### src/csl_pkg.sv
// csl_pkg: shared types, token kinds and character classification for the lexer
package csl_pkg;

  localparam int unsigned CharW  = 8;
  localparam int unsigned KindW  = 5;
  localparam int unsigned FifoDepth = 4;
  localparam int unsigned PtrW   = $clog2(FifoDepth);
  localparam int unsigned CntW   = $clog2(FifoDepth + 1);
  localparam int unsigned MaxRes = 3;

  typedef enum logic [1:0] {
    MODE_IDLE  = 2'd0,
    MODE_INT   = 2'd1,
    MODE_IDENT = 2'd2
  } scan_mode_t;

  localparam logic [2:0] KW_ZERO = 3'd0;
  localparam logic [2:0] KW_FULL = 3'd3;
  localparam logic [2:0] KW_DEAD = 3'd4;

  localparam logic [KindW-1:0] KIND_INT     = 5'd0;
  localparam logic [KindW-1:0] KIND_IDENT   = 5'd1;
  localparam logic [KindW-1:0] KIND_KEYWORD = 5'd2;
  localparam logic [KindW-1:0] KIND_PLUS    = 5'd3;
  localparam logic [KindW-1:0] KIND_MINUS   = 5'd4;
  localparam logic [KindW-1:0] KIND_STAR    = 5'd5;
  localparam logic [KindW-1:0] KIND_SLASH   = 5'd6;
  localparam logic [KindW-1:0] KIND_GT      = 5'd7;
  localparam logic [KindW-1:0] KIND_LT      = 5'd8;
  localparam logic [KindW-1:0] KIND_LPAREN  = 5'd9;
  localparam logic [KindW-1:0] KIND_RPAREN  = 5'd10;
  localparam logic [KindW-1:0] KIND_LBRACK  = 5'd11;
  localparam logic [KindW-1:0] KIND_RBRACK  = 5'd12;
  localparam logic [KindW-1:0] KIND_LBRACE  = 5'd13;
  localparam logic [KindW-1:0] KIND_RBRACE  = 5'd14;
  localparam logic [KindW-1:0] KIND_SEMI    = 5'd15;
  localparam logic [KindW-1:0] KIND_ASSIGN  = 5'd16;

  typedef struct packed {
    logic             is_close;
    logic [KindW-1:0] kind;
    logic [CharW-1:0] ch;
    logic             last;
  } res_t;

  // operator kind, zero when not an operator
  function automatic logic [KindW-1:0] op_kind(input logic [CharW-1:0] c);
    logic [KindW-1:0] k;
    begin
      case (c)
        8'h2B: k = KIND_PLUS;
        8'h2D: k = KIND_MINUS;
        8'h2A: k = KIND_STAR;
        8'h2F: k = KIND_SLASH;
        8'h3E: k = KIND_GT;
        8'h3C: k = KIND_LT;
        8'h28: k = KIND_LPAREN;
        8'h29: k = KIND_RPAREN;
        8'h5B: k = KIND_LBRACK;
        8'h5D: k = KIND_RBRACK;
        8'h7B: k = KIND_LBRACE;
        8'h7D: k = KIND_RBRACE;
        8'h3B: k = KIND_SEMI;
        8'h3D: k = KIND_ASSIGN;
        default: k = KIND_INT;
      endcase
      return k;
    end
  endfunction

  function automatic logic is_blank(input logic [CharW-1:0] c);
    return (c == 8'h20) || ((c >= 8'h09) && (c <= 8'h0D));
  endfunction

  function automatic logic is_digit(input logic [CharW-1:0] c);
    return (c >= 8'h30) && (c <= 8'h39);
  endfunction

  // next expected character of the keyword int
  function automatic logic [CharW-1:0] kw_char(input logic [2:0] p);
    logic [CharW-1:0] c;
    begin
      case (p)
        3'd0:    c = 8'h69;
        3'd1:    c = 8'h6E;
        3'd2:    c = 8'h74;
        default: c = 8'h00;
      endcase
      return c;
    end
  endfunction

endpackage

### src/char_stream_lexer.sv
// char_stream_lexer: one-pass character tokenizer with a small result queue
// throughput: one input item per cycle while the queue has room; up to three result items per input item,
//   drained one per cycle while out_tready is high through a 4-entry result queue, which sets the sustained rate
// reset: rst_n synchronous active low, clears scan mode, keyword match and the queue
// an input item moves from the input register into the queue once 3 entries are free, counting one popped that cycle
module char_stream_lexer (
  input  logic        clk,
  input  logic        rst_n,
  input  logic        in_tvalid,
  output logic        in_tready,
  input  logic [7:0]  in_tdata,   // [7:0] char_code
  input  logic        in_tlast,   // end_of_input
  output logic        out_tvalid,
  input  logic        out_tready,
  output logic [7:0]  out_tdata,  // [7:0] char_code_res
  output logic [5:0]  out_tuser,  // [0] is_close, [5:1] kind
  output logic        out_tlast   // last
);

  // input register
  logic                         stg_valid_r;
  logic [csl_pkg::CharW-1:0]    stg_char_r;
  logic                         stg_eoi_r;

  // scan state
  csl_pkg::scan_mode_t          mode_r, mode_nxt;
  logic [2:0]                   kw_r, kw_nxt;

  // result queue
  csl_pkg::res_t                mem_r [csl_pkg::FifoDepth];
  logic [csl_pkg::PtrW-1:0]     wr_ptr_r, rd_ptr_r;
  logic [csl_pkg::CntW-1:0]     count_r;

  csl_pkg::res_t                res [csl_pkg::MaxRes];
  logic [1:0]                   n_res;
  logic                         pop, room, advance;

  csl_pkg::scan_mode_t          mode_eff;
  logic                         pending, blank, digit, cont;
  logic [csl_pkg::KindW-1:0]    op, close_kind;
  csl_pkg::res_t                close_res, char_res;

  assign pop       = out_tvalid && out_tready;
  assign room      = (count_r <= csl_pkg::CntW'(1)) ||
                     ((count_r == csl_pkg::CntW'(2)) && pop);
  assign advance   = stg_valid_r && room;
  assign in_tready = !stg_valid_r || advance;

  // classification and next state
  always_comb begin
    mode_eff = ((mode_r == csl_pkg::MODE_INT) || (mode_r == csl_pkg::MODE_IDENT)) ?
               mode_r : csl_pkg::MODE_IDLE;
    pending  = (mode_eff != csl_pkg::MODE_IDLE);
    blank    = csl_pkg::is_blank(stg_char_r);
    digit    = csl_pkg::is_digit(stg_char_r);
    op       = csl_pkg::op_kind(stg_char_r);
    cont     = ((mode_eff == csl_pkg::MODE_INT) && digit) ||
               ((mode_eff == csl_pkg::MODE_IDENT) && (op == csl_pkg::KIND_INT) && !blank);

    if (mode_eff == csl_pkg::MODE_INT) begin
      close_kind = csl_pkg::KIND_INT;
    end else if (kw_r == csl_pkg::KW_FULL) begin
      close_kind = csl_pkg::KIND_KEYWORD;
    end else begin
      close_kind = csl_pkg::KIND_IDENT;
    end

    close_res.is_close = 1'b1;
    close_res.kind     = close_kind;
    close_res.ch       = '0;
    close_res.last     = 1'b0;
    char_res.is_close  = 1'b0;
    char_res.kind      = csl_pkg::KIND_INT;
    char_res.ch        = stg_char_r;
    char_res.last      = 1'b0;

    for (int i = 0; i < csl_pkg::MaxRes; i++) begin
      res[i] = close_res;
    end
    n_res    = 2'd0;
    mode_nxt = csl_pkg::MODE_IDLE;
    kw_nxt   = csl_pkg::KW_ZERO;

    if (stg_eoi_r) begin
      if (pending) begin
        res[0] = close_res;
        n_res  = 2'd1;
      end
    end else if (cont) begin
      mode_nxt = mode_eff;
      if (mode_eff == csl_pkg::MODE_IDENT) begin
        char_res.kind = csl_pkg::KIND_IDENT;
        if ((kw_r < csl_pkg::KW_FULL) && (csl_pkg::kw_char(kw_r) == stg_char_r)) begin
          kw_nxt = kw_r + 3'd1;
        end else begin
          kw_nxt = csl_pkg::KW_DEAD;
        end
      end else begin
        kw_nxt = kw_r;
      end
      res[0] = char_res;
      n_res  = 2'd1;
    end else begin
      if (pending) begin
        res[0] = close_res;
        n_res  = 2'd1;
      end
      if (blank) begin
        mode_nxt = csl_pkg::MODE_IDLE;
      end else if (op != csl_pkg::KIND_INT) begin
        char_res.kind     = op;
        close_res.kind    = op;
        res[n_res]        = char_res;
        res[n_res + 2'd1] = close_res;
        n_res             = n_res + 2'd2;
      end else if (digit) begin
        mode_nxt   = csl_pkg::MODE_INT;
        res[n_res] = char_res;
        n_res      = n_res + 2'd1;
      end else begin
        mode_nxt      = csl_pkg::MODE_IDENT;
        kw_nxt        = (stg_char_r == csl_pkg::kw_char(csl_pkg::KW_ZERO)) ?
                        3'd1 : csl_pkg::KW_DEAD;
        char_res.kind = csl_pkg::KIND_IDENT;
        res[n_res]    = char_res;
        n_res         = n_res + 2'd1;
      end
    end

    if (n_res != 2'd0) begin
      res[n_res - 2'd1].last = 1'b1;
    end
  end

  // control registers
  always_ff @(posedge clk) begin
    if (!rst_n) begin
      stg_valid_r <= 1'b0;
      mode_r      <= csl_pkg::MODE_IDLE;
      kw_r        <= csl_pkg::KW_ZERO;
      wr_ptr_r    <= '0;
      rd_ptr_r    <= '0;
      count_r     <= '0;
    end else begin
      if (in_tready) begin
        stg_valid_r <= in_tvalid;
      end
      if (advance) begin
        mode_r   <= mode_nxt;
        kw_r     <= kw_nxt;
        wr_ptr_r <= wr_ptr_r + csl_pkg::PtrW'(n_res);
      end
      if (pop) begin
        rd_ptr_r <= rd_ptr_r + csl_pkg::PtrW'(1);
      end
      count_r <= count_r + (advance ? csl_pkg::CntW'(n_res) : csl_pkg::CntW'(0))
                 - (pop ? csl_pkg::CntW'(1) : csl_pkg::CntW'(0));
    end
  end

  // payload registers
  always_ff @(posedge clk) begin
    if (in_tready && in_tvalid) begin
      stg_char_r <= in_tdata;
      stg_eoi_r  <= in_tlast;
    end
    if (advance) begin
      for (int i = 0; i < csl_pkg::MaxRes; i++) begin
        if (2'(i) < n_res) begin
          mem_r[wr_ptr_r + csl_pkg::PtrW'(i)] <= res[i];
        end
      end
    end
  end

  assign out_tvalid = (count_r != '0);
  assign out_tdata  = mem_r[rd_ptr_r].ch;
  assign out_tuser  = {mem_r[rd_ptr_r].kind, mem_r[rd_ptr_r].is_close};
  assign out_tlast  = mem_r[rd_ptr_r].last;

endmodule

### config.mk
export PLATFORM = sky130hd
export DESIGN_NAME = char_stream_lexer
export DESIGN_NICKNAME = d
export VERILOG_FILES = /design/src/csl_pkg.sv /design/src/char_stream_lexer.sv
export SDC_FILE = /design/constraint.sdc
export NUM_CORES = 1
export LEC_CHECK = 0
export BUFFER_PORTS_ARGS = -buffer_cell sky130_fd_sc_hd__buf_2
export CORE_ASPECT_RATIO = 0.5
export CORE_MARGIN = 1
export CORE_UTILIZATION = 40
export DETAILED_ROUTE_END_ITERATION = 10
export GPL_TIMING_DRIVEN = 0
export PLACE_DENSITY = 0.57
export SLEW_MARGIN = 15
export SYNTH_ARGS = -nofsm -noshare
export SYNTH_HDL_FRONTEND = slang
export SYNTH_SLANG_ARGS = --single-unit
export TNS_END_PERCENT = 20
### constraint.sdc
create_clock -name clk -period 5.1 [get_ports clk]
set_input_delay 0.51 -clock clk [delete_from_list [all_inputs] [get_ports clk]]
set_output_delay 0.51 -clock clk [all_outputs]
set_load 0.01 [all_outputs]
# Yosys cells after proc, flatten, opt, wreduce, memory -nomap -nowiden
# Memory sizes are Yosys's and may differ from the RTL's. A register that Yosys moved wholly into a read port is not among the register bits.
# Index checks and enable logic that the tools add are counted.
# classes
reduce_logical	27
n_mux	63
n_eq_ne	26
mul	0
bitwise	3
magnitude_cmp	15
div_mod_pow	0
addsub	10
shifts	0
# op_table
operator	n
45-bit bitwise mux	5
45-bit 2-to-1 mux	4
15-bit demux with 2-bit select	3
15-bit 2-to-1 mux	6
8-bit by 6-bit equality test with 1-bit output, second input constant	11
5-bit one-hot mux with 14 select lines	1
30-bit 2-to-1 mux	2
8-bit by 7-bit equality test with 1-bit output, second input constant	5
2-bit 2-to-1 mux	17
3-bit 2-to-1 mux	8
8-bit 2-to-1 mux	3
7-bit one-hot mux with 3 select lines	1
1-bit logical AND	13
1-bit 2-to-1 mux	13
3-bit by 2-bit equality test with 1-bit output, second input constant	3
3-bit >= comparator, second input constant	3
3-bit by 1-bit less-than comparator with 1-bit output, second input constant	3
2-bit inverter with 3-bit output	3
8-bit equality test	1
8-bit by 4-bit >= comparator with 1-bit output, second input constant	1
8-bit by 6-bit >= comparator with 1-bit output, second input constant	1
8-bit by 4-bit less-or-equal comparator with 1-bit output, second input constant	1
8-bit by 6-bit less-or-equal comparator with 1-bit output, second input constant	1
2-bit by 1-bit adder with 2-bit output, second input constant	3
22 further kinds	32
# word_totals
n_memories	1
out_inout_bits	17
romBits	0
register_bits	22
latchBits	0
in_bits	13
mem_bits_rw	60
elab_cells	153
# memory_table
memory	depth	word_bits	rd	rd_ports_with_merged_regs	write_ports	line	source
mem_r	4	15	1	1	3	char_stream_lexer.sv:30	csl_pkg::res_t mem_r [csl_pkg::FifoDepth];

# Logic depth before layout (Yosys ltp)
# depth
ltp_word	22
mapped_depth	19
ltp_nobuf	15

# Worst setup path before layout
# Ideal clock, no wire load.
# synth_timing
kind	flip-flop to flip-flop
startpoint	register stg_char_r[7] (netlist bit)
endpoint	memory mem_r[0][0] (netlist bit) (enable)
period_less_slack_ps	4158
arrival_ps	3747
required_ps	4689
path_buffers	2
setup_time_ps	411
setup_slack_ps	942
stages_incl_launch_ff	13
path_cell_list	edfxtp_1 -> buf_2 -> or4b_4 -> o221ai_2 -> nand3_4 -> nand3_1 -> inv_1 -> ha_1 -> a22o_1 -> buf_4 -> inv_2 -> o21ai_0 -> a211oi_1
# synth_rtl
item	line	source
start, declared	char_stream_lexer.sv:22	logic [csl_pkg::CharW-1:0] stg_char_r;
start signal, assigned	char_stream_lexer.sv:164	stg_char_r <= in_tdata;
end, declared	char_stream_lexer.sv:30	

# Final worst setup path
# layout_timing
startpoint	register stg_char_r[7] (netlist bit)
endpoint	register count_r[2] (netlist bit)
# layout_between
elab_chain_len	11
word_cells_on_any_way	37
classes_between	2 x add/sub; 4 x order compare; 15 x eq/ne; 6 x mux; 10 x reduce/logical
# layout_rtl
item	line	source
8-bit by 6-bit equality test with 1-bit output (tied with other cells)	csl_pkg.sv:50	case (c)
5-bit one-hot mux with 14 select lines / 1-bit logical AND (equally long branches)	csl_pkg.sv:50, csl_pkg.sv:72	
5-bit zero test / 1-bit logical OR (equally long branches)	char_stream_lexer.sv:58, csl_pkg.sv:72	
1-bit logical AND / 1-bit zero test (equally long branches)	char_stream_lexer.sv:58	((mode_eff == csl_pkg::MODE_IDENT) && (op == csl_pkg::KIND_INT) && !blank);
1-bit logical AND	char_stream_lexer.sv:58	
1-bit logical OR	char_stream_lexer.sv:57	cont = ((mode_eff == csl_pkg::MODE_INT) && digit) ||
2-bit 2-to-1 mux (*)	char_stream_lexer.sv:89	end else if (cont) begin
2-bit 2-to-1 mux (*)	char_stream_lexer.sv:84	if (stg_eoi_r) begin
2-bit 2-to-1 mux (*)	char_stream_lexer.sv:156	count_r <= count_r + (advance ? csl_pkg::CntW'(n_res) : csl_pkg::CntW'(0))
3-bit by 2-bit adder with 3-bit output (*)	char_stream_lexer.sv:156	
3-bit by 1-bit subtractor with 3-bit output (*)	char_stream_lexer.sv:157	- (pop ? csl_pkg::CntW'(1) : csl_pkg::CntW'(0));
end signal, assigned	char_stream_lexer.sv:156	
end, declared	char_stream_lexer.sv:32	logic [csl_pkg::CntW-1:0] count_r;
# Mark *: on every way between the ends. The rest lies on a longest branch, timed or not.
# A chain may end at the register's enable or synchronous reset.

==> impl_metrics.tcl <==
set metrics [dict create \
    max-vdd-ir-drop_v 0.000176 \
    p_per_area_mw_per_mm2 359 \
    r2r_slack_ns 0.88 \
    synth_fa_ha_area_share_pct 3.91 \
    clock_latency_ns 0.35 \
    grt_pass1_wl_um 22900 \
    cts_hold_buffers 0 \
    synth-simple-area-share_pct 19.4 \
    path_cells "buf_2 -> or4b_4 -> o221ai_2 -> nand3_4 -> nand3_1 -> inv_1 -> ha_1 -> a22o_1 -> buf_4 -> inv_2 -> buf_4 -> nand2_1 -> ha_1 -> inv_1 -> ha_1 -> fa_1 -> xnor2_1 -> and2_1" \
    fin_nets 561 \
    hpwl_um 10700 \
    cap_violations 0 \
    clk_pin_slew_ns 0.06 \
    cts_buffer_depth 2 \
    synth_seq_area_share_pct 45.2 \
    core_area_mm2 0.0127 \
    synth-seq-cells 84 \
    worstPathRequired_ns 5.34 \
    yosysUniqueCellTypes 87 \
    finalPower_mw 2.14 \
    setup_violations 0 \
    crit_arrival_ns 4.46 \
    syn2layout_area_growth_pct 13.9 \
    dpl_worst_slack_ns 0.892 \
    slew_headroom_pct 36.4 \
    p_leak_nw 2.04 \
    synthMuxAreaShare_pct 8.18 \
    die_w_um 164 \
    finClkSkew_ns 0.00686 \
    status "finished, violations left" \
    hold_viol 0 \
    cts_buffers 9 \
    drive_gt1_share_pct 19.7 \
    drt_pre_antenna_iters 8 \
    rows 29 \
    end_kind "register" \
    cpMostUsedCell "ha_1" \
    failed_checks "DRC" \
    gr-total-overflow 0 \
    syn_nets 517 \
    synthArstFlopShare_pct 0 \
    first_global_vias 4119 \
    synth-edff-count 69 \
    cpMaxStageDelayCell "or4b_4" \
    drt-total-wl_um 14400 \
    tritoncts "done" \
    synth_top_family_by_area "simple AND/OR/NAND/NOR gates" \
    initialDrtViolationCount 533 \
    syn_area_mm2 0.00525 \
    cts-root-buf "clkbuf_16" \
    grt_max_degree 16 \
    syn-instance-count 489 \
    path_class "reg2reg" \
    vias_per_cell 6.03 \
    synth_flop_cell "edfxtp_1" \
    period_share_pct 82.8 \
    clock.fmax_mhz 237 \
    setup_tns_ns 0 \
    timing.final.ws_setup_ns 0.877 \
    vias 4265 \
    rsz0062_at_grt "false" \
    gp_congestion 0.899 \
    die_h_um 83.0 \
    min_period_ns 4.22 \
    antenna_found_initial 0 \
    yosysWarnings 0 \
    synth-compound-area-share_pct 17.4 \
    worst_pin_slew_ns 0.955 \
    critPathBufInv 6 \
    cp_slowest_stage_delay_ns 0.58 \
    avgSynthCellArea_um2 10.7 \
    post_cts_buffers 0 \
    io_pins 30 \
    crit_fanout 10 \
    slew_violations 0 \
    htreeDepth 3 \
    ant_nets 0 \
    die_area_mm2 0.0136 \
    cp_top_family "adder cells" \
    drcViolationCount 2 \
    final_cell_mix "edfxtp_1, nand2_1, buf_2" \
    wire_per_inst_um 20.4 \
    start_util_pct 41.2 \
    diodes 0 \
    layout_commonest_cell "edfxtp_1" \
    grt.total_usage_pct 22.3 \
    cts.sinks 84 \
    synthXorXnorAreaFrac_pct 0.835 \
    cts-resized-gates 0 \
    hold_class "in2reg" \
    start_kind "register" \
    port_buffers 29 \
]
[worst paths after layout]
check / cells past startpoint / start / to
worst min register to register: 2 / kw_r[2] / kw_r[2]
worst max-delay path: 18 / stg_char_r[7] / count_r[2]
worst min-delay path: 1 / in_tdata[1] / stg_char_r[1]
worst max register to register: 18 / stg_char_r[7] / count_r[2]
[stage by stage]
step                      hold slack (ns)  instance area (um^2)  util, %  cells
after CTS                           0.329                  5980     46.9    707
after global placement              0.510                  5610     44.0    688
final                               0.338                  5980     46.9    707
after global routing                0.324                  5980     46.9    707
after detailed placement            0.520                  5700     44.7    692
after floorplan                     0.478                  5250        -    489
[registers in the layout, indices dropped and copies added, names as in the netlist, named ones only]
signal and count:
stg_char_r 8, wr_ptr_r 2, count_r 3, mem_r 60, stg_valid_r 1, stg_eoi_r 1
rd_ptr_r 2, kw_r 3, mode_r 2
[cell type report]
cell class / instances / area, um^2
Buffer: 32 / 149
Tap cell: 170 / 213
Clock buffer: 9 / 225
Sequential cell: 84 / 2370
Fill cell: 1222 / 6760
Timing Repair Buffer: 33 / 201
Clock inverter: 6 / 51.3
Multi-Input combinational cell: 342 / 2650
Inverter: 31 / 116
[cell families (layout without fill, tap and decap cells)]
kind of cell,count (synthesis),in the layout
adder cells (fa/ha/maj),16,16
AND/OR/NAND/NOR,178,178
flip-flops,84,84
AO/OA/AOI/OAI,119,119
buffers and inverters,63,111
multiplexers,24,24
XOR/XNOR,5,5
[Yosys cell counts (3+ instances only)]
cell type / count / area [um^2]
a211oi_1: 6 / 45.0
a21boi_0: 3 / 22.5
a21oi_1: 23 / 115
a22oi_1: 3 / 22.5
a31oi_1: 5 / 31.3
a41o_1: 3 / 30.0
and2_1: 12 / 75.1
and3_1: 4 / 25.0
and3b_1: 3 / 26.3
buf_2: 8 / 40.0
buf_4: 3 / 22.5
clkbuf_1: 18 / 67.6
dfxtp_1: 15 / 300
edfxtp_1: 69 / 2070
ha_1: 14 / 175
inv_1: 29 / 109
mux2i_1: 8 / 80.1
mux4_2: 15 / 338
nand2_1: 42 / 158
nand2b_1: 5 / 31.3
nand3_1: 12 / 60.1
nand4_1: 5 / 31.3
nor2_1: 22 / 82.6
nor2b_1: 4 / 25.0
nor3_1: 31 / 155
nor3_2: 3 / 30.0
nor3b_1: 8 / 60.1
nor4_1: 6 / 37.5
o2111ai_1: 3 / 26.3
o21ai_0: 15 / 75.1
o22ai_1: 8 / 50.1
o2bb2ai_1: 8 / 70.1
o31ai_1: 6 / 45.0
or3_1: 3 / 18.8
xnor2_1: 3 / 26.3
[layer usage]
layer  up-vias  routed length, um  global-route usage, %
met5         -                  0                      0
met2       198               5990                   31.8
met3        15               1100                   5.34
met4         0                137                   5.89
met1      2080               7180                   33.6
li1       1972                  -                      -
[report_power, final]
part | leakage (nW) | internal, mW | switching (mW)
logic | 1.15 | 0.275 | 0.408
registers | 0.766 | 0.810 | 0.0315
clock network | 0.126 | 0.332 | 0.287
total | 2.04 | 1.42 | 0.727
[worst register-to-register path, cell delays in order, from the launching register on]
cell      delay [ns]
edfxtp_1        0.38
buf_2           0.20
or4b_4          0.58
o221ai_2        0.27
nand3_4         0.15
nand3_1         0.19
inv_1           0.07
ha_1            0.37
a22o_1          0.23
buf_4           0.18
inv_2           0.09
buf_4           0.18
nand2_1         0.07
ha_1            0.29
inv_1           0.04
ha_1            0.18
fa_1            0.37
xnor2_1         0.13
and2_1          0.15
Power figures use the tool's default switching activity.
